File: src/rtl/core/apfdb_pkg.sv
// ----------------------------------------------------------------------------
// Pulse finder package
// Shared widths, register indexes, sequencer states and cell control type.
// ----------------------------------------------------------------------------
package apfdb_pkg;

  localparam int WINDOW_DEF      = 10;
  localparam int MAX_SAMPLES_DEF = 65536;

  localparam int SAMPLE_W  = 16;
  localparam int TIME_W    = 17;
  localparam int THR_W     = 16;
  localparam int MINW_W    = 10;
  localparam int CFG_W     = 16;
  localparam int CFG_IDX_W = 1;

  // A window sample counts as quiet when it lies strictly closer than this.
  localparam logic [SAMPLE_W-1:0] NEAR_LIMIT = SAMPLE_W'(5);

  localparam logic [CFG_IDX_W-1:0] REG_THRESHOLD = CFG_IDX_W'(0);
  localparam logic [CFG_IDX_W-1:0] REG_MIN_WIDTH = CFG_IDX_W'(1);

  typedef enum logic [1:0] {
    ST_IDLE,
    ST_SCAN,
    ST_DIVIDE,
    ST_DECIDE
  } state_e;

  typedef struct packed {
    logic load;
    logic rotate;
  } cell_ctrl_t;

endpackage

File: src/rtl/core/apfdb_in_if.sv
// ----------------------------------------------------------------------------
// Sample channel
// Valid/ready channel that carries one ADC sample and its waveform marker.
// ----------------------------------------------------------------------------
interface apfdb_in_if
  import apfdb_pkg::*;
();
  logic                valid;
  logic                ready;
  logic [SAMPLE_W-1:0] sample;
  logic                first_of_wave;

  modport source (output valid, output sample, output first_of_wave, input ready);
  modport sink   (input valid, input sample, input first_of_wave, output ready);
endinterface

File: src/rtl/core/apfdb_out_if.sv
// ----------------------------------------------------------------------------
// Pulse channel
// Valid/ready channel that carries one pulse result.
// ----------------------------------------------------------------------------
interface apfdb_out_if
  import apfdb_pkg::*;
();
  logic                valid;
  logic                ready;
  logic [TIME_W-1:0]   start_time;
  logic [SAMPLE_W-1:0] peak_index;
  logic [SAMPLE_W-1:0] baseline_value;
  logic [TIME_W-1:0]   end_time;
  logic [SAMPLE_W-1:0] pulse_number;

  modport source (output valid, output start_time, output peak_index,
                  output baseline_value, output end_time, output pulse_number,
                  input ready);
  modport sink   (input valid, input start_time, input peak_index,
                  input baseline_value, input end_time, input pulse_number,
                  output ready);
endinterface

File: src/rtl/core/adc_pulse_finder_dynamic_baseline.sv
// ----------------------------------------------------------------------------
// ADC pulse finder with dynamic baseline
// Finds pulses above a moving baseline in a stream of ADC waveform samples.
// ----------------------------------------------------------------------------
// One sample is taken per request and processed before the next one is
// taken. A sample whose window is not quiet goes through the window scan
// and the decision; a quiet window adds the mean division between them. The
// time a sample takes is set by the rotation of the window cell chain past
// its tap, one cell per cycle, and by the one-bit-per-cycle divider over
// SUM_W bits, 16 plus the bits of the window index. A finished pulse sits in
// an output register, so new samples are taken while it waits; a second
// pulse that closes before the first is taken holds the block until the
// output register frees.
module adc_pulse_finder_dynamic_baseline
  import apfdb_pkg::*;
#(
  parameter int WINDOW      = WINDOW_DEF,
  parameter int MAX_SAMPLES = MAX_SAMPLES_DEF
) (
  input  logic                 clk_i,
  input  logic                 rst_ni,
  input  logic                 cfg_we_i,
  input  logic [CFG_IDX_W-1:0] cfg_idx_i,
  input  logic [CFG_W-1:0]     cfg_wdata_i,
  apfdb_in_if.sink             in_i,
  apfdb_out_if.source          out_o
);

  localparam int CNT_W  = $clog2(WINDOW + 1);
  localparam int SCAN_W = (WINDOW > 1) ? $clog2(WINDOW) : 1;
  localparam int SUM_W  = SAMPLE_W + SCAN_W;
  localparam int IDX_W  = $clog2(MAX_SAMPLES);
  localparam logic [CNT_W-1:0]  FILL_MAX  = CNT_W'(WINDOW);
  localparam logic [SCAN_W-1:0] SCAN_LAST = SCAN_W'(WINDOW - 1);
  localparam logic [IDX_W-1:0]  IDX_MAX   = IDX_W'(MAX_SAMPLES - 1);

  state_e state_q, state_d;

  logic [THR_W-1:0]    thr_q;
  logic [MINW_W-1:0]   minw_q;
  logic [CNT_W-1:0]    fill_q;
  logic [SAMPLE_W-1:0] base_q;
  logic [IDX_W-1:0]    idx_q;
  logic                pulse_q;
  logic [SAMPLE_W-1:0] run_q;
  logic [SAMPLE_W-1:0] peak_exc_q;
  logic [IDX_W-1:0]    peak_pos_q;
  logic [IDX_W-1:0]    start_q;
  logic [SAMPLE_W-1:0] count_q;
  logic [SAMPLE_W-1:0] cur_q;
  logic [SCAN_W-1:0]   scan_q;
  logic [SUM_W-1:0]    sum_q;
  logic                near_q;

  logic                out_valid_q;
  logic [TIME_W-1:0]   out_start_q;
  logic [SAMPLE_W-1:0] out_peak_q;
  logic [SAMPLE_W-1:0] out_base_q;
  logic [TIME_W-1:0]   out_end_q;
  logic [SAMPLE_W-1:0] out_num_q;

  logic                in_acc;
  logic                new_wave;
  cell_ctrl_t          cell_ctrl;
  logic [SAMPLE_W-1:0] cell_data [WINDOW];
  logic [SAMPLE_W-1:0] tap;
  logic                tap_used;
  logic                tap_near;
  logic [SAMPLE_W-1:0] tap_diff;
  logic [SUM_W-1:0]    sum_nx;
  logic                near_nx;
  logic                scan_done;
  logic                div_start;
  logic                div_done;
  logic [SUM_W-1:0]    div_quo;
  logic [SAMPLE_W:0]   thr_level;
  logic                above;
  logic [SAMPLE_W-1:0] excess;
  logic                run_ok;
  logic                emit;
  logic                out_free;
  logic                out_load;
  logic [SAMPLE_W-1:0] count_nx;

  // Window cell chain: loads shift toward the tail, rotation runs toward cell 0.
  for (genvar c = 0; c < WINDOW; c++) begin : g_cell
    apfdb_cell u_cell (
      .clk_i      (clk_i),
      .ctrl_i     (cell_ctrl),
      .shift_in_i ((c == 0) ? in_i.sample : cell_data[(c + WINDOW - 1) % WINDOW]),
      .rot_in_i   (cell_data[(c + 1) % WINDOW]),
      .data_o     (cell_data[c])
    );
  end

  assign tap      = cell_data[0];
  assign tap_used = CNT_W'(scan_q) < fill_q;
  assign tap_diff = (tap >= base_q) ? (tap - base_q) : (base_q - tap);
  assign tap_near = tap_diff < NEAR_LIMIT;
  assign sum_nx   = tap_used ? (sum_q + SUM_W'(tap)) : sum_q;
  assign near_nx  = near_q && (!tap_used || tap_near);
  assign scan_done = scan_q == SCAN_LAST;

  apfdb_div #(
    .SUM_W (SUM_W),
    .CNT_W (CNT_W)
  ) u_div (
    .clk_i      (clk_i),
    .rst_ni     (rst_ni),
    .start_i    (div_start),
    .dividend_i (sum_nx),
    .divisor_i  (fill_q),
    .done_o     (div_done),
    .quotient_o (div_quo)
  );

  assign new_wave  = in_i.first_of_wave || (fill_q == '0);
  assign thr_level = {1'b0, base_q} + {1'b0, thr_q};
  assign above     = {1'b0, cur_q} > thr_level;
  assign excess    = cur_q - base_q;
  assign run_ok    = run_q >= SAMPLE_W'(minw_q);
  assign emit      = !above && pulse_q && run_ok;
  assign out_free  = !out_valid_q || out_o.ready;
  assign count_nx  = (count_q != '1) ? (count_q + SAMPLE_W'(1)) : count_q;

  always_comb begin
    state_d = state_q;
    unique case (state_q)
      ST_IDLE: begin
        if (in_i.valid) begin
          state_d = ST_SCAN;
        end
      end
      ST_SCAN: begin
        if (scan_done) begin
          state_d = near_nx ? ST_DIVIDE : ST_DECIDE;
        end
      end
      ST_DIVIDE: begin
        if (div_done) begin
          state_d = ST_DECIDE;
        end
      end
      ST_DECIDE: begin
        if (!emit || out_free) begin
          state_d = ST_IDLE;
        end
      end
      default: state_d = ST_IDLE;
    endcase
  end

  always_comb begin
    in_i.ready       = 1'b0;
    cell_ctrl.load   = 1'b0;
    cell_ctrl.rotate = 1'b0;
    div_start        = 1'b0;
    out_load         = 1'b0;
    unique case (state_q)
      ST_IDLE: begin
        in_i.ready     = 1'b1;
        cell_ctrl.load = in_i.valid;
      end
      ST_SCAN: begin
        cell_ctrl.rotate = 1'b1;
        div_start        = scan_done && near_nx;
      end
      ST_DIVIDE: begin
      end
      ST_DECIDE: begin
        out_load = emit && out_free;
      end
      default: begin
      end
    endcase
  end

  assign in_acc = in_i.valid && in_i.ready;

  always_ff @(posedge clk_i or negedge rst_ni) begin
    if (!rst_ni) begin
      state_q     <= ST_IDLE;
      thr_q       <= '0;
      minw_q      <= '0;
      fill_q      <= '0;
      base_q      <= '0;
      idx_q       <= '0;
      pulse_q     <= 1'b0;
      run_q       <= '0;
      peak_exc_q  <= '0;
      peak_pos_q  <= '0;
      start_q     <= '0;
      count_q     <= '0;
      scan_q      <= '0;
      near_q      <= 1'b0;
      out_valid_q <= 1'b0;
    end else begin
      state_q <= state_d;

      if (cfg_we_i) begin
        unique case (cfg_idx_i)
          REG_THRESHOLD: thr_q  <= cfg_wdata_i[THR_W-1:0];
          REG_MIN_WIDTH: minw_q <= cfg_wdata_i[MINW_W-1:0];
          default: begin
          end
        endcase
      end

      if (in_acc) begin
        scan_q <= '0;
        near_q <= 1'b1;
        if (new_wave) begin
          fill_q     <= CNT_W'(1);
          base_q     <= in_i.sample;
          idx_q      <= '0;
          pulse_q    <= 1'b0;
          run_q      <= '0;
          peak_exc_q <= '0;
          peak_pos_q <= '0;
          start_q    <= '0;
          count_q    <= '0;
        end else begin
          if (idx_q != IDX_MAX) begin
            idx_q <= idx_q + IDX_W'(1);
          end
          if (fill_q != FILL_MAX) begin
            fill_q <= fill_q + CNT_W'(1);
          end
        end
      end

      if (state_q == ST_SCAN) begin
        scan_q <= scan_q + SCAN_W'(1);
        near_q <= near_nx;
      end

      if ((state_q == ST_DIVIDE) && div_done) begin
        base_q <= div_quo[SAMPLE_W-1:0];
      end

      if (state_q == ST_DECIDE) begin
        if (above) begin
          if (!pulse_q) begin
            start_q <= idx_q;
          end
          pulse_q <= 1'b1;
          if (run_q != '1) begin
            run_q <= run_q + SAMPLE_W'(1);
          end
          if (excess > peak_exc_q) begin
            peak_exc_q <= excess;
            peak_pos_q <= idx_q;
          end
        end else if (!emit || out_free) begin
          pulse_q    <= 1'b0;
          run_q      <= '0;
          peak_exc_q <= '0;
          if (emit) begin
            count_q <= count_nx;
          end
        end
      end

      if (out_load) begin
        out_valid_q <= 1'b1;
      end else if (out_o.ready) begin
        out_valid_q <= 1'b0;
      end
    end
  end

  always_ff @(posedge clk_i) begin
    if (in_acc) begin
      cur_q <= in_i.sample;
    end
    if (in_acc) begin
      sum_q <= '0;
    end else if (state_q == ST_SCAN) begin
      sum_q <= sum_nx;
    end
    if (out_load) begin
      out_start_q <= {SAMPLE_W'(start_q), 1'b0};
      out_peak_q  <= SAMPLE_W'(peak_pos_q);
      out_base_q  <= base_q;
      out_end_q   <= {SAMPLE_W'(idx_q), 1'b0};
      out_num_q   <= count_nx;
    end
  end

  assign out_o.valid          = out_valid_q;
  assign out_o.start_time     = out_start_q;
  assign out_o.peak_index     = out_peak_q;
  assign out_o.baseline_value = out_base_q;
  assign out_o.end_time       = out_end_q;
  assign out_o.pulse_number   = out_num_q;

  a_fill_bound: assert property (@(posedge clk_i) disable iff (!rst_ni)
    fill_q <= FILL_MAX)
    else $error("Window fill count exceeds the window depth.");

  a_accept_scans: assert property (@(posedge clk_i) disable iff (!rst_ni)
    in_acc |=> (state_q == ST_SCAN) && (scan_q == '0))
    else $error("An accepted sample did not start a window scan.");

  a_emit_open_run: assert property (@(posedge clk_i) disable iff (!rst_ni)
    out_load |-> pulse_q && (run_q != '0))
    else $error("A pulse was emitted without an open run.");

  a_run_nonzero: assert property (@(posedge clk_i) disable iff (!rst_ni)
    pulse_q |-> (run_q != '0))
    else $error("An open run has zero length.");

  a_div_in_state: assert property (@(posedge clk_i) disable iff (!rst_ni)
    div_done |-> (state_q == ST_DIVIDE))
    else $error("The divider finished outside the divide state.");

endmodule

File: src/rtl/core/apfdb_cell.sv
// ----------------------------------------------------------------------------
// Window cell
// Holds one window sample; shifts in a new sample or rotates with its neighbor.
// ----------------------------------------------------------------------------
module apfdb_cell
  import apfdb_pkg::*;
(
  input  logic                clk_i,
  input  cell_ctrl_t          ctrl_i,
  input  logic [SAMPLE_W-1:0] shift_in_i,
  input  logic [SAMPLE_W-1:0] rot_in_i,
  output logic [SAMPLE_W-1:0] data_o
);

  logic [SAMPLE_W-1:0] data_q;

  always_ff @(posedge clk_i) begin
    priority if (ctrl_i.load) begin
      data_q <= shift_in_i;
    end else if (ctrl_i.rotate) begin
      data_q <= rot_in_i;
    end else begin
      data_q <= data_q;
    end
  end

  assign data_o = data_q;

endmodule

File: src/rtl/core/apfdb_div.sv
// ----------------------------------------------------------------------------
// Window mean divider
// Restoring divider that retires one quotient bit per cycle.
// ----------------------------------------------------------------------------
module apfdb_div
  import apfdb_pkg::*;
#(
  parameter int SUM_W = 20,
  parameter int CNT_W = 4
) (
  input  logic             clk_i,
  input  logic             rst_ni,
  input  logic             start_i,
  input  logic [SUM_W-1:0] dividend_i,
  input  logic [CNT_W-1:0] divisor_i,
  output logic             done_o,
  output logic [SUM_W-1:0] quotient_o
);

  localparam int STEP_W = $clog2(SUM_W + 1);
  localparam logic [STEP_W-1:0] LAST_STEP = STEP_W'(SUM_W - 1);

  logic              busy_q;
  logic              done_q;
  logic [STEP_W-1:0] step_q;
  logic [SUM_W-1:0]  quo_q;
  logic [CNT_W-1:0]  rem_q;
  logic [CNT_W-1:0]  div_q;
  logic [CNT_W:0]    trial;
  logic              fits;
  logic [CNT_W:0]    trial_sub;

  assign trial     = {rem_q, quo_q[SUM_W-1]};
  assign fits      = trial >= {1'b0, div_q};
  assign trial_sub = trial - {1'b0, div_q};

  always_ff @(posedge clk_i or negedge rst_ni) begin
    if (!rst_ni) begin
      busy_q <= 1'b0;
      done_q <= 1'b0;
      step_q <= '0;
    end else begin
      done_q <= busy_q && (step_q == LAST_STEP);
      if (start_i) begin
        busy_q <= 1'b1;
        step_q <= '0;
      end else if (busy_q) begin
        if (step_q == LAST_STEP) begin
          busy_q <= 1'b0;
        end
        step_q <= step_q + STEP_W'(1);
      end
    end
  end

  always_ff @(posedge clk_i) begin
    if (start_i) begin
      quo_q <= dividend_i;
      rem_q <= '0;
      div_q <= divisor_i;
    end else if (busy_q) begin
      quo_q <= {quo_q[SUM_W-2:0], fits};
      rem_q <= fits ? trial_sub[CNT_W-1:0] : trial[CNT_W-1:0];
    end
  end

  assign done_o     = done_q;
  assign quotient_o = quo_q;

endmodule

File: src/flat_wrapper.sv
// flat-port wrapper written by rule: the top's interface ports become plain ports
module adc_pulse_finder_dynamic_baseline_flat import apfdb_pkg::*;
#(
  parameter int WINDOW      = WINDOW_DEF,
  parameter int MAX_SAMPLES = MAX_SAMPLES_DEF
)
  (clk_i, rst_ni, cfg_we_i, cfg_idx_i, cfg_wdata_i, in_i_valid, in_i_sample, in_i_first_of_wave, in_i_ready, out_o_valid, out_o_start_time, out_o_peak_index, out_o_baseline_value, out_o_end_time, out_o_pulse_number, out_o_ready);
  apfdb_in_if in_i_i ();
  apfdb_out_if out_o_i ();
  input  logic clk_i;
  input  logic rst_ni;
  input  logic cfg_we_i;
  input  logic [CFG_IDX_W-1:0] cfg_idx_i;
  input  logic [CFG_W-1:0] cfg_wdata_i;
  input wire logic [$bits(in_i_i.valid)-1:0] in_i_valid;
  input wire logic [$bits(in_i_i.sample)-1:0] in_i_sample;
  input wire logic [$bits(in_i_i.first_of_wave)-1:0] in_i_first_of_wave;
  output wire logic [$bits(in_i_i.ready)-1:0] in_i_ready;
  output wire logic [$bits(out_o_i.valid)-1:0] out_o_valid;
  output wire logic [$bits(out_o_i.start_time)-1:0] out_o_start_time;
  output wire logic [$bits(out_o_i.peak_index)-1:0] out_o_peak_index;
  output wire logic [$bits(out_o_i.baseline_value)-1:0] out_o_baseline_value;
  output wire logic [$bits(out_o_i.end_time)-1:0] out_o_end_time;
  output wire logic [$bits(out_o_i.pulse_number)-1:0] out_o_pulse_number;
  input wire logic [$bits(out_o_i.ready)-1:0] out_o_ready;
  assign in_i_i.valid = in_i_valid;
  assign in_i_i.sample = in_i_sample;
  assign in_i_i.first_of_wave = in_i_first_of_wave;
  assign in_i_ready = in_i_i.ready;
  assign out_o_valid = out_o_i.valid;
  assign out_o_start_time = out_o_i.start_time;
  assign out_o_peak_index = out_o_i.peak_index;
  assign out_o_baseline_value = out_o_i.baseline_value;
  assign out_o_end_time = out_o_i.end_time;
  assign out_o_pulse_number = out_o_i.pulse_number;
  assign out_o_i.ready = out_o_ready;
  adc_pulse_finder_dynamic_baseline #(.WINDOW(WINDOW), .MAX_SAMPLES(MAX_SAMPLES)) u_core (.clk_i(clk_i), .rst_ni(rst_ni), .cfg_we_i(cfg_we_i), .cfg_idx_i(cfg_idx_i), .cfg_wdata_i(cfg_wdata_i), .in_i(in_i_i), .out_o(out_o_i));
endmodule
File: config.mk
export PLATFORM = sky130hd
export DESIGN_NAME = adc_pulse_finder_dynamic_baseline_flat
export DESIGN_NICKNAME = d
export VERILOG_FILES = /design/src/rtl/core/apfdb_pkg.sv /design/src/rtl/core/apfdb_in_if.sv /design/src/rtl/core/apfdb_out_if.sv /design/src/rtl/core/adc_pulse_finder_dynamic_baseline.sv /design/src/rtl/core/apfdb_cell.sv /design/src/rtl/core/apfdb_div.sv /design/src/flat_wrapper.sv
export SDC_FILE = /design/constraint.sdc
export NUM_CORES = 1
export LEC_CHECK = 0
export BUFFER_PORTS_ARGS = -buffer_cell sky130_fd_sc_hd__buf_4
export CAP_MARGIN = 20
export CORE_AREA = 2 2 233 235
export CTS_CLUSTER_SIZE = 14
export DETAILED_ROUTE_END_ITERATION = 16
export DIE_AREA = 0 0 235 237
export GPL_TIMING_DRIVEN = 0
export MAX_ROUTING_LAYER = met4
export PLACE_DENSITY = 0.58
export RECOVER_POWER = 100
export SYNTH_ARGS = -nofsm -noshare
export SYNTH_HDL_FRONTEND = slang
export SYNTH_SLANG_ARGS = --single-unit
File: constraint.sdc
create_clock -name clk_i -period 18.7 [get_ports clk_i]
set_input_delay 1.87 -clock clk_i [delete_from_list [all_inputs] [get_ports clk_i]]
set_output_delay 1.87 -clock clk_i [all_outputs]
set_load 0.005 [all_outputs]
==> results of run 1 <==
[cell usage in the layout (no fill, tap or decap), types with 25 or more instances in the layout]
cell type and count:
sky130_fd_sc_hd__o21ai_0 151, sky130_fd_sc_hd__nor2_1 120, sky130_fd_sc_hd__a21o_1 45, sky130_fd_sc_hd__ha_1 140
sky130_fd_sc_hd__xnor2_1 59, sky130_fd_sc_hd__clkbuf_16 56, sky130_fd_sc_hd__edfxtp_1 280, sky130_fd_sc_hd__clkbuf_1 126
sky130_fd_sc_hd__nand4_1 37, sky130_fd_sc_hd__nand3_1 58, sky130_fd_sc_hd__clkbuf_4 76, sky130_fd_sc_hd__inv_1 118
sky130_fd_sc_hd__a21oi_1 99, sky130_fd_sc_hd__nor3_1 25, sky130_fd_sc_hd__nand2_1 598, sky130_fd_sc_hd__mux2_2 36
sky130_fd_sc_hd__xor2_1 36, sky130_fd_sc_hd__dfrtp_1 158
[power groups by stage]
stage	Combinational, uW	Sequential (uW)	Clock, uW
4_1_cts	104	1090	1050
3_5_place_dp	104	1110	0
5_1_grt	116	1090	1090
6_report	101	1090	1030
3_3_place_gp	100	1110	0
2_1_floorplan	69.0	1110	0
[cell type report]
type                       count  area [um^2]
antenna                        1         2.50
buffer                        98          389
clock buffer                  72         1510
clock inverter                26          233
fill                        4919        26100
inverter                     119          447
multi-input combinational   1670        10100
sequential                   462        12800
tap                          696          871
timing repair buffer         124          822
[flip-flops by register name (all words and copies together), names as in the netlist, 5 cells and up]
signal	flops
u_core.thr_q	16
u_core.out_o.start_time	16
u_core.g_cell.u_cell.data_o	160
u_core.start_q	16
u_core.peak_exc_q	16
u_core.u_div.quotient_o	20
u_core.minw_q	10
u_core.run_q	16
u_core.cur_q	16
u_core.base_q	16
u_core.idx_q	16
u_core.out_o.baseline_value	16
u_core.count_q	16
u_core.out_o.peak_index	16
u_core.out_o.end_time	16
u_core.u_div.step_q	5
u_core.out_o.pulse_number	16
u_core.peak_pos_q	16
u_core.sum_q	20
[per-stage QoR]
step           instance area, um^2  power (uW)  instances  hold WS (ps)  util (%)
2_1_floorplan                23800        1170       2349           425         -
3_3_place_gp                 25600        1210       3165           435      48.0
3_5_place_dp                 25700        1210       3169           437      48.2
4_1_cts                      27400        2240       3267           451      51.5
5_1_grt                      27200        2300       3268           463      51.0
6_report                     27200        2220       3268           447      51.0
[kinds of logic (layout without fill, tap and decap cells)]
family	Yosys count	after routing
flip-flops	462	462
multiplexers	65	65
AO/OA/AOI/OAI	434	434
other	1	3
XOR/XNOR	95	95
adder cells (fa/ha/maj)	146	146
AND/OR/NAND/NOR	928	928
buffers and inverters	217	439
[path summary, 6_finish.rpt]
path / slack, ps / from / depth (start not counted) / end
min: 450 / u_core.peak_pos_q[14] / 0 / u_core.out_o.peak_index[14]
max: 9380 / in_i_valid / 7 / u_core.g_cell[7].u_cell.data_o[3]
min reg2reg: 450 / u_core.peak_pos_q[14] / 0 / u_core.out_o.peak_index[14]
min in group asynchronous: 2110 / rst_ni / 1 / u_core.peak_pos_q[7]
max in group asynchronous: 9390 / rst_ni / 2 / u_core.thr_q[9]
max reg2reg: 9530 / u_core.base_q[1] / 21 / u_core.out_o.end_time[8]
[worst max-delay path, cell delays in order]
cell,delay [ps]
sky130_fd_sc_hd__clkbuf_1,110
sky130_fd_sc_hd__nand2_1,360
sky130_fd_sc_hd__clkbuf_1,350
sky130_fd_sc_hd__clkbuf_1,290
sky130_fd_sc_hd__nand2_1,940
sky130_fd_sc_hd__clkbuf_1,2610
sky130_fd_sc_hd__clkbuf_1,2830
[per-layer routing]
layer	GRT usage, %	vias to the layer above	part of all wire, %
li1	-	8579	-
met1	31.9	8707	46
met2	37.5	394	47
met3	3.49	94	5.0
met4	5.75	0	2.1
met5	-	-	0
==> out/results.md, run 1 <==
## Power and ir drop
* **part of the total power dissipated in the clock network** 46.4%
* **Pwr Density** 81.5 nW/um^2
* **Internal Power** 1720 uW
* **maximum vdd drop** 0.0701 mV
* **Sw Ratio** 22.3%
* **combinational fraction of design power** 4.6%
* **switching power** 494 uW
* **Leak Pwr** 0.0109 uW
* **Reg power frac** 49.0%

## Clocking
* **Clock H-tree levels** 2
* **number of post-CTS setup repair buffers** 0
* **number of instances resized during post-cts repair** 0
* **maximum number of buffers from clock root to sink** 3
* **TritonCTS Sinks** 462
* **clock latency of the later-clocked register in the worst-skew pair** 620 ps
* **clock tree from TritonCTS** done
* **cts hold-fix bufs** 0
* **number of CTS-inserted buffers** 52
* **clock transition at the registers of the reported paths** 60 ps
* **root buffer cell** sky130_fd_sc_hd__clkbuf_16

## Yosys
* **area of the mapped netlist** 23,800 um^2
* **fraction of synthesized area in multiplexers** 3.03%
* **main combinational cell family by area after synthesis** simple AND/OR/NAND/NOR gates
* **count of state elements after synthesis** 462
* **top cell type's share of synthesized area** 35.3%
* **area share of fa/ha/maj cells after synthesis** 7.87%
* **Post-Synth Simple-Gate Area** 16.5%
* **most used standard cells in the synthesized netlist** 598 x sky130_fd_sc_hd__nand2_1, 280 x sky130_fd_sc_hd__edfxtp_1, 158 x sky130_fd_sc_hd__dfrtp_1
* **Distinct cells, synth** 76
* **post-synth top area cell** sky130_fd_sc_hd__edfxtp_1
* **fraction of the mapped netlist area in compound gates** 11.5%
* **mean cell area of the mapped netlist** 10.1 um^2
* **EDFF count, synth** 280
* **most repeated cell in the gate-level netlist after synthesis** sky130_fd_sc_hd__nand2_1
* **Syn. warnings** 0
* **ys async rst share** 34.2%
* **xor/xnor cell area share of the yosys netlist** 3.50%
* **sequential cell area fraction in the yosys report** 54.0%
* **Main synth FF type** sky130_fd_sc_hd__edfxtp_1
* **cell types occupying the most area after synthesis** sky130_fd_sc_hd__edfxtp_1 35%, sky130_fd_sc_hd__dfrtp_1 17%, sky130_fd_sc_hd__nand2_1 9.4%, sky130_fd_sc_hd__ha_1 7.4%, sky130_fd_sc_hd__o21ai_0 3.1%
* **number of cells produced by synthesis** 2,348

## Route
* **drt total wl** 63,900 um
* **first-pass detailed-route iteration total** 7
* **routed via count** 17,774
* **number of DRC violations after detailed routing** 0
* **post-DR wirelength/cell** 19.6 um
* **Avg Vias per Cell** 5.44
* **1st-iter DRT viols** 1,234
* **Post-DRT Antenna Nets** 0

## Setup path
* **type of element capturing the critical path** flop
* **category of the worst setup path launch point** input pin
* **required time of the critical path** 18,830 ps
* **biggest fanout along the worst timing path** 70
* **start-to-end type of the worst setup path** input pin to flop
* **CP Data Arrival Time** 9450 ps

## STA
* **worst setup margin** 9380 ps
* **Fin Setup TNS** 0 ps
* **count of final setup violators** 0
* **final worst path period share** 49.8%
* **peak clock frequency supported by timing** 107 MHz
* **Hold Violations, Final** 0
* **Rel. slew slack** -322%
* **setup repair after global routing missed its margin** false
* **final clock skew** 39.5 ps
* **post-route minimum period** 9320 ps
* **transition time of the tightest slew-check pin** 6330 ps
* **max-slew violation total from the final report** 416

## Floorplanning
* **cell row count** 85
* **area of the core region** 53,300 um^2
* **DIE HEIGHT** 237 um
* **die area** 55,700 um^2
* **die span in x** 235 um
* **initial standard-cell utilization of the core** 44.7%
* **number of I/O pins** 123

## GRT
* **maximum number of pins on one net before global-route repair** 115
* **GRT Residual Overflow** 0
* **number of antenna violations at the first check in global routing** 1
* **number of global-route vias before repair** 17,392
* **global-route wire length before repair** 99,900 um
* **overall global routing resource usage** 23.6%

## Placement
* **port buffer count** 120
* **Setup WS pre-CTS** 12,460 ps
* **final weighted congestion in routability-driven placement** 0.907
* **dpl hpwl** 48,600 um

## Layout
* **fraction of layout instances using a drive strength above 1** 9.26%
* **area added between synthesis and finish** 14.3%
* **number of nets in the layout** 2,712

## Outcome
* **failing checks** max-capacitance violations, max-slew violations
* **status** finished, violations left

## Worst hold path
* **class of the tightest hold or removal check** flop to flop

## Flow run
* **max capacitance violation total** 7

Note: power is estimated with default switching activity, not from simulation.
==> run 2, diff against run 1 <==
--- a/config.mk
+++ b/config.mk
@@ -13,7 +13,7 @@
 export DIE_AREA = 0 0 235 237
 export GPL_TIMING_DRIVEN = 0
 export MAX_ROUTING_LAYER = met4
-export PLACE_DENSITY = 0.58
+export PLACE_DENSITY = 0.61
 export RECOVER_POWER = 100
 export SYNTH_ARGS = -nofsm -noshare
 export SYNTH_HDL_FRONTEND = slang
==> constraint.sdc (replaced) <==
create_clock -name clk_i -period 8.2 [get_ports clk_i]
set_input_delay 0.82 -clock clk_i [delete_from_list [all_inputs] [get_ports clk_i]]
set_output_delay 0.82 -clock clk_i [all_outputs]
set_load 0.005 [all_outputs]
==> out/results.md, run 2 (synthesis results as in run 1) <==
## Outcome
* **status** finished, violations left
* **failing checks** max-capacitance violations, max-slew violations

## Floorplanning
* **die area** 55,700 um^2
* **initial standard-cell utilization of the core** 44.7%
* **DIE HEIGHT** 237 um
* **die span in x** 235 um
* **area of the core region** 53,300 um^2
* **number of I/O pins** 123
* **cell row count** 85

## STA
* **final clock skew** 16.8 ps
* **Rel. slew slack** -201%
* **count of final setup violators** 0
* **worst setup margin** 1350 ps
* **post-route minimum period** 6850 ps
* **peak clock frequency supported by timing** 146 MHz
* **final worst path period share** 83.6%
* **Hold Violations, Final** 0
* **max-slew violation total from the final report** 352
* **transition time of the tightest slew-check pin** 4510 ps
* **setup repair after global routing missed its margin** false

## Setup path
* **required time of the critical path** 8400 ps
* **Register-to-Register Setup Slack** 1350 ps
* **delay contributed by the slowest stage of the critical path** 1130 ps
* **master of the slowest instance on the critical path** sky130_fd_sc_hd__or2_0
* **CP Data Arrival Time** 7050 ps
* **biggest fanout along the worst timing path** 20
* **reg2reg path depth** 15
* **number of cells on the critical path** 15
* **buffering stage count on the worst path with inverters included** 3
* **beginning of the worst register-to-register path** u_core.g_cell[0].u_cell.data_o[0]
* **start-to-end type of the worst setup path** flop to flop
* **type of element capturing the critical path** flop
* **category of the worst setup path launch point** flop
* **Top Family by Delay on Critical Path** simple AND/OR/NAND/NOR gates
* **reg-to-reg endpoint** u_core.u_div.quotient_o[3]
* **chain of cells forming the critical path** inv_1, ha_1, inv_1, fa_1, a211o_1, o211ai_1, a31oi_1, o21ai_0, nand2_1, nor4_1, a31oi_1, or4_1, o21ai_0, clkbuf_1, or2_0

## GRT
* **number of antenna violations at the first check in global routing** 2
* **number of global-route vias before repair** 17,264
* **overall global routing resource usage** 23.0%
* **global-route wire length before repair** 97,600 um
* **GRT Residual Overflow** 0
* **maximum number of pins on one net before global-route repair** 82

## Flow run
* **max capacitance violation total** 6

## Route
* **drt total wl** 62,200 um
* **routed via count** 17,786
* **Post-DRT Antenna Nets** 0
* **1st-iter DRT viols** 1,487
* **first-pass detailed-route iteration total** 6
* **post-DR wirelength/cell** 19.1 um
* **number of DRC violations after detailed routing** 0
* **Avg Vias per Cell** 5.45

## Clocking
* **number of CTS-inserted buffers** 50
* **number of instances resized during post-cts repair** 0
* **Clock H-tree levels** 2
* **root buffer cell** sky130_fd_sc_hd__clkbuf_16
* **clock tree from TritonCTS** done
* **TritonCTS Sinks** 462
* **maximum number of buffers from clock root to sink** 3
* **number of post-CTS setup repair buffers** 0
* **clock transition at the registers of the reported paths** 60 ps
* **cts hold-fix bufs** 0
* **clock latency of the later-clocked register in the worst-skew pair** 600 ps

## Power and ir drop
* **maximum vdd drop** 0.131 mV
* **Leak Pwr** 0.0109 uW
* **Total Power** 5040 uW
* **Pwr Density** 185 nW/um^2

## Placement
* **dpl hpwl** 46,600 um
* **final weighted congestion in routability-driven placement** 0.905
* **Setup WS pre-CTS** 2060 ps
* **port buffer count** 120

## Layout
* **most common cell after layout, fill and taps aside** sky130_fd_sc_hd__nand2_1
* **area added between synthesis and finish** 14.2%
* **max reg flops** 160
* **leading cell types in the layout, fill and taps excluded** 598 x sky130_fd_sc_hd__nand2_1, 280 x sky130_fd_sc_hd__edfxtp_1, 158 x sky130_fd_sc_hd__dfrtp_1, 151 x sky130_fd_sc_hd__o21ai_0, 140 x sky130_fd_sc_hd__ha_1
* **number of nets in the layout** 2,710
* **fraction of layout instances using a drive strength above 1** 9.47%

## Worst hold path
* **critical hold path startpoint** u_core.start_q[3]
* **class of the tightest hold or removal check** flop to flop
* **Hold Path Cell Cnt** 0
* **end of the worst hold path** u_core.out_o.start_time[4]

[run 2: cell count changes in the layout (fill, tap and decap cells not counted), sizes merged]
cell	delta
clkbuf	-17
bufinv	+4
buf	+3
clkinv	+3
inv	+1
[run 2: area by class of cell]
class / count / area (um^2)
clock inverter: 34 / 355
fill: 4898 / 26100
buffer: 98 / 393
antenna: 1 / 2.50
tap: 696 / 871
inverter: 119 / 447
sequential: 462 / 12800
timing repair buffer: 124 / 855
multi-input combinational: 1670 / 10100
clock buffer: 58 / 1320
[run 2: worst max-delay path by stage]
stage | from | end | slack [ps]
after floorplan | u_core.base_q[1] | u_core.out_o.baseline_value[0] | 1370
after global placement | u_core.base_q[1] | u_core.out_o.baseline_value[5] | -540
after detailed placement | u_core.base_q[1] | u_core.peak_exc_q[13] | 2060
after CTS | u_core.base_q[1] | u_core.peak_exc_q[13] | 2020
after global routing | u_core.g_cell[0].u_cell.data_o[0] | u_core.u_div.quotient_o[3] | 850
final | u_core.g_cell[0].u_cell.data_o[0] | u_core.u_div.quotient_o[3] | 1350
[run 2: power by group]
part / internal [uW] / leakage, uW / switching [uW] / total, uW
registers: 2470 / 0.00376 / 11.5 / 2480
clock network: 1350 / 0.000825 / 979 / 2330
logic: 102 / 0.00635 / 128 / 230
total: 3920 / 0.0109 / 1120 / 5040
[run 2: stage by stage]
stage / hold slack [ps] / area [um^2] / setup TNS [ps] / utilization (%) / instances
final: 443 / 27200 / 0 / 51.0 / 3262
after CTS: 203 / 27400 / 0 / 51.4 / 3261
after global routing: 431 / 27200 / 0 / 51.0 / 3262
after detailed placement: 432 / 25700 / 0 / 48.2 / 3169
after global placement: 431 / 25600 / -46200 / 48.0 / 3165
after floorplan: 425 / 23800 / 0 / - / 2349
[run 2: metal layers]
metal | global-route usage [%] | vias to the layer above | share of wire, %
met5 | - | - | 0
met4 | 5.52 | 0 | 2.0
met3 | 4.28 | 88 | 6.3
met2 | 36.5 | 440 | 47
met1 | 30.7 | 8706 | 45
li1 | - | 8552 | -
==> run 3, diff against run 2 <==
--- a/config.mk
+++ b/config.mk
@@ -5,15 +5,16 @@
 export SDC_FILE = /design/constraint.sdc
 export NUM_CORES = 1
 export LEC_CHECK = 0
+export ABC_AREA = 1
 export BUFFER_PORTS_ARGS = -buffer_cell sky130_fd_sc_hd__buf_4
 export CAP_MARGIN = 20
-export CORE_AREA = 2 2 233 235
+export CORE_AREA = 2 2 239 241
 export CTS_CLUSTER_SIZE = 14
 export DETAILED_ROUTE_END_ITERATION = 16
-export DIE_AREA = 0 0 235 237
+export DIE_AREA = 0 0 241 243
 export GPL_TIMING_DRIVEN = 0
 export MAX_ROUTING_LAYER = met4
-export PLACE_DENSITY = 0.61
+export PLACE_DENSITY = 0.6
 export RECOVER_POWER = 100
 export SYNTH_ARGS = -nofsm -noshare
 export SYNTH_HDL_FRONTEND = slang
==> constraint.sdc (replaced) <==
create_clock -name clk_i -period 6.1 [get_ports clk_i]
set_input_delay 0.61 -clock clk_i [delete_from_list [all_inputs] [get_ports clk_i]]
set_output_delay 0.61 -clock clk_i [all_outputs]
set_load 0.005 [all_outputs]
==> out/results.md, run 3 <==
## Outcome
* **status** finished, violations left
* **failing checks** max-capacitance violations, max-slew violations

## Layout
* **area added between synthesis and finish** 12.9%
* **fraction of layout instances using a drive strength above 1** 9.63%
* **number of fill cells in the layout** 5,360
* **total non-filler cell area in the finished layout** 28,100 um^2
* **max reg flops** 160
* **leading cell types in the layout, fill and taps excluded** 690 x sky130_fd_sc_hd__nand2_1, 351 x sky130_fd_sc_hd__inv_1, 305 x sky130_fd_sc_hd__o21ai_0, 280 x sky130_fd_sc_hd__edfxtp_1, 162 x sky130_fd_sc_hd__nand3_1
* **most common cell after layout, fill and taps aside** sky130_fd_sc_hd__nand2_1
* **number of nets in the layout** 3,093

## Route
* **post-DR wirelength/cell** 18.4 um
* **routed via count** 19,399
* **Met2 Routed Length** 31,400 um
* **drt total wl** 68,100 um
* **1st-iter DRT viols** 1,526
* **Avg Vias per Cell** 5.23
* **number of DRC violations after detailed routing** 0
* **highest routing layer actually used** met4
* **first-pass detailed-route iteration total** 6
* **Post-DRT Antenna Nets** 0
* **metal1 wirelength** 30,200 um
* **Detail Route met3 WL** 4410 um

## GRT
* **global-route wire length before repair** 106,000 um
* **overall global routing resource usage** 24.1%
* **number of antenna violations at the first check in global routing** 2
* **GRT Residual Overflow** 0
* **number of global-route vias before repair** 19,309
* **maximum number of pins on one net before global-route repair** 100

## Yosys
* **ys async rst share** 34.2%
* **most used standard cells in the synthesized netlist** 686 x sky130_fd_sc_hd__nand2_1, 350 x sky130_fd_sc_hd__inv_1, 280 x sky130_fd_sc_hd__edfxtp_1
* **count of state elements after synthesis** 462
* **sequential cell area fraction in the yosys report** 51.7%
* **mean cell area of the mapped netlist** 9.10 um^2
* **most repeated cell in the gate-level netlist after synthesis** sky130_fd_sc_hd__nand2_1
* **post-synth top area cell** sky130_fd_sc_hd__edfxtp_1
* **Syn. warnings** 0
* **top cell type's share of synthesized area** 33.8%
* **Distinct cells, synth** 59
* **cell types occupying the most area after synthesis** sky130_fd_sc_hd__edfxtp_1 34%, sky130_fd_sc_hd__dfrtp_1 16%, sky130_fd_sc_hd__nand2_1 10%, sky130_fd_sc_hd__ha_1 7.0%, sky130_fd_sc_hd__o21ai_0 5.6%
* **Main synth FF type** sky130_fd_sc_hd__edfxtp_1
* **number of cells produced by synthesis** 2,731
* **area of the mapped netlist** 24,900 um^2
* **EDFF count, synth** 280

## Power and ir drop
* **Pwr Density** 238 nW/um^2
* **combinational fraction of design power** 4.6%
* **Reg power frac** 49.8%
* **maximum vdd drop** 0.213 mV
* **Sw Ratio** 22.4%
* **switching power** 1500 uW
* **Total Power** 6680 uW
* **Internal Power** 5180 uW
* **Leak Pwr** 0.0125 uW
* **part of the total power dissipated in the clock network** 45.6%

## Placement
* **final weighted congestion in routability-driven placement** 0.930
* **port buffer count** 120
* **Setup WS pre-CTS** 962 ps
* **post-placement cell area** 26,800 um^2
* **dpl hpwl** 51,500 um

## Clocking
* **clock tree from TritonCTS** done
* **number of CTS-inserted buffers** 50
* **number of instances resized during post-cts repair** 0
* **root buffer cell** sky130_fd_sc_hd__clkbuf_16
* **TritonCTS Sinks** 462
* **maximum number of buffers from clock root to sink** 3
* **clock transition at the registers of the reported paths** 60 ps
* **Clock H-tree levels** 2
* **clock latency of the later-clocked register in the worst-skew pair** 640 ps

## STA
* **hold_ws** 247 ps
* **final worst path period share** 87.2%
* **final clock skew** 68.8 ps
* **post-route minimum period** 5320 ps
* **max-slew violation total from the final report** 162
* **Fin Setup TNS** 0 ps
* **peak clock frequency supported by timing** 188 MHz
* **Hold Violations, Final** 0
* **count of final setup violators** 0
* **worst setup margin** 784 ps
* **transition time of the tightest slew-check pin** 3530 ps
* **Rel. slew slack** -136%
* **setup repair after global routing missed its margin** false

## Floorplanning
* **die area** 58,600 um^2
* **die span in x** 241 um
* **cell row count** 87
* **number of I/O pins** 123
* **DIE HEIGHT** 243 um
* **initial standard-cell utilization of the core** 44.4%
* **area of the core region** 56,000 um^2

## Setup path
* **chain of cells forming the critical path** ha_1, a21oi_1, o21ai_0, a21oi_1, o21ai_0, a21boi_0, o21ai_0, nand2_1, nand2_1, a21oi_1, xor2_1, ha_1, nand3_1, nor3_1, nor2_1, nand3_1, nand2_1, inv_1, nor2_2, nand3_1, inv_1, buf_4, buf_16
* **CP Data Arrival Time** 5570 ps
* **category of the worst setup path launch point** flop
* **buffering stage count on the worst path with inverters included** 4
* **master of the slowest instance on the critical path** sky130_fd_sc_hd__dfrtp_1
* **beginning of the worst register-to-register path** u_core.base_q[6]
* **reg2reg path depth** 23
* **start point of the critical path** u_core.base_q[6]
* **number of cells on the critical path** 23
* **last element of the critical path** u_core.out_o.baseline_value[8]
* **start-to-end type of the worst setup path** flop to flop
* **Top Family by Delay on Critical Path** compound AO/OA/AOI/OAI gates
* **biggest fanout along the worst timing path** 48
* **delay contributed by the slowest stage of the critical path** 640 ps
* **required time of the critical path** 6360 ps
* **reg-to-reg endpoint** u_core.out_o.baseline_value[8]
* **Register-to-Register Setup Slack** 780 ps
* **type of element capturing the critical path** flop

## Flow run
* **max capacitance violation total** 3

## Worst hold path
* **class of the tightest hold or removal check** input pin to flop

==> run 3: changes by cell type in the layout (fill, tap and decap cells not counted), moves of 21 or more <==
cell                      delta
sky130_fd_sc_hd__inv_1     +233
sky130_fd_sc_hd__o21ai_0   +154
sky130_fd_sc_hd__nand3_1   +104
sky130_fd_sc_hd__nand2_1    +92
sky130_fd_sc_hd__a21o_1     -42
sky130_fd_sc_hd__xnor2_1    -42
sky130_fd_sc_hd__mux2_2     -30
sky130_fd_sc_hd__nand2_2    +25
sky130_fd_sc_hd__and3_1     -22
sky130_fd_sc_hd__o22ai_1    +21
==> run 3: routing by layer <==
layer	global-route usage, %	vias to the layer above
met3	4.78	115
met4	8.08	0
met5	-	-
li1	-	9498
met1	31.0	9224
met2	38.1	562
==> run 3: cell type report <==
type / count / area (um^2) / area share, %
Timing Repair Buffer: 124 / 853 / 3.04
Multi-Input combinational cell: 1806 / 9990 / 35.6
Clock buffer: 71 / 1370 / 4.88
Inverter: 369 / 1390 / 4.93
Clock inverter: 23 / 277 / 0.985
Buffer: 95 / 398 / 1.42
Sequential cell: 462 / 12800 / 45.7
Antenna cell: 3 / 7.51 / 0.0267
Tap cell: 756 / 946 / 3.37
==> run 3: timing repair <==
action	in CTS	in global routing
hold buffers	1	0
hold endpoints to repair	59	0
buffers inserted	0	0
==> run 3: power by group through the flow <==
| stage | clock, uW | combinational, uW | sequential, uW |
|---|---|---|---|
| floorplan | 0 | 214 | 3390 |
| global placement | 0 | 305 | 3390 |
| detailed placement | 0 | 317 | 3390 |
| CTS | 3120 | 320 | 3330 |
| global route | 3230 | 355 | 3330 |
| finish | 3050 | 308 | 3330 |
==> run 3: how the worst min path moves through the flow <==
stage                                startpoint  cells past startpoint                     endpoint  slack (ps)
after CTS                       in_i_sample[11]                      1             u_core.cur_q[11]         140
final                           in_i_sample[11]                      1             u_core.cur_q[11]         250
after global routing            in_i_sample[11]                      1             u_core.cur_q[11]         230
after global placement    u_core.peak_pos_q[10]                      0  u_core.out_o.peak_index[10]         440
after floorplan                          rst_ni                      0             u_core.base_q[0]         310
after detailed placement  u_core.peak_pos_q[10]                      0  u_core.out_o.peak_index[10]         440
==> run 3: kinds of logic after synthesis <==
| kind of cell | share of synthesized area (%) |
|---|---|
| compound gates | 11.5 |
| xor+xnor | 2.18 |
| simple gates | 19.3 |
| buf+inv | 7.45 |
| other cells | 0.0151 |
| mux | 0.272 |
| fa+ha+maj | 7.53 |
| flops | 51.7 |
==> run 3: metrics by stage <==
stage	std cells	util (%)
finish	3709	50.2
global placement	3608	47.7
global route	3708	50.2
floorplan	2732	-
CTS	3706	50.9
detailed placement	3611	47.9
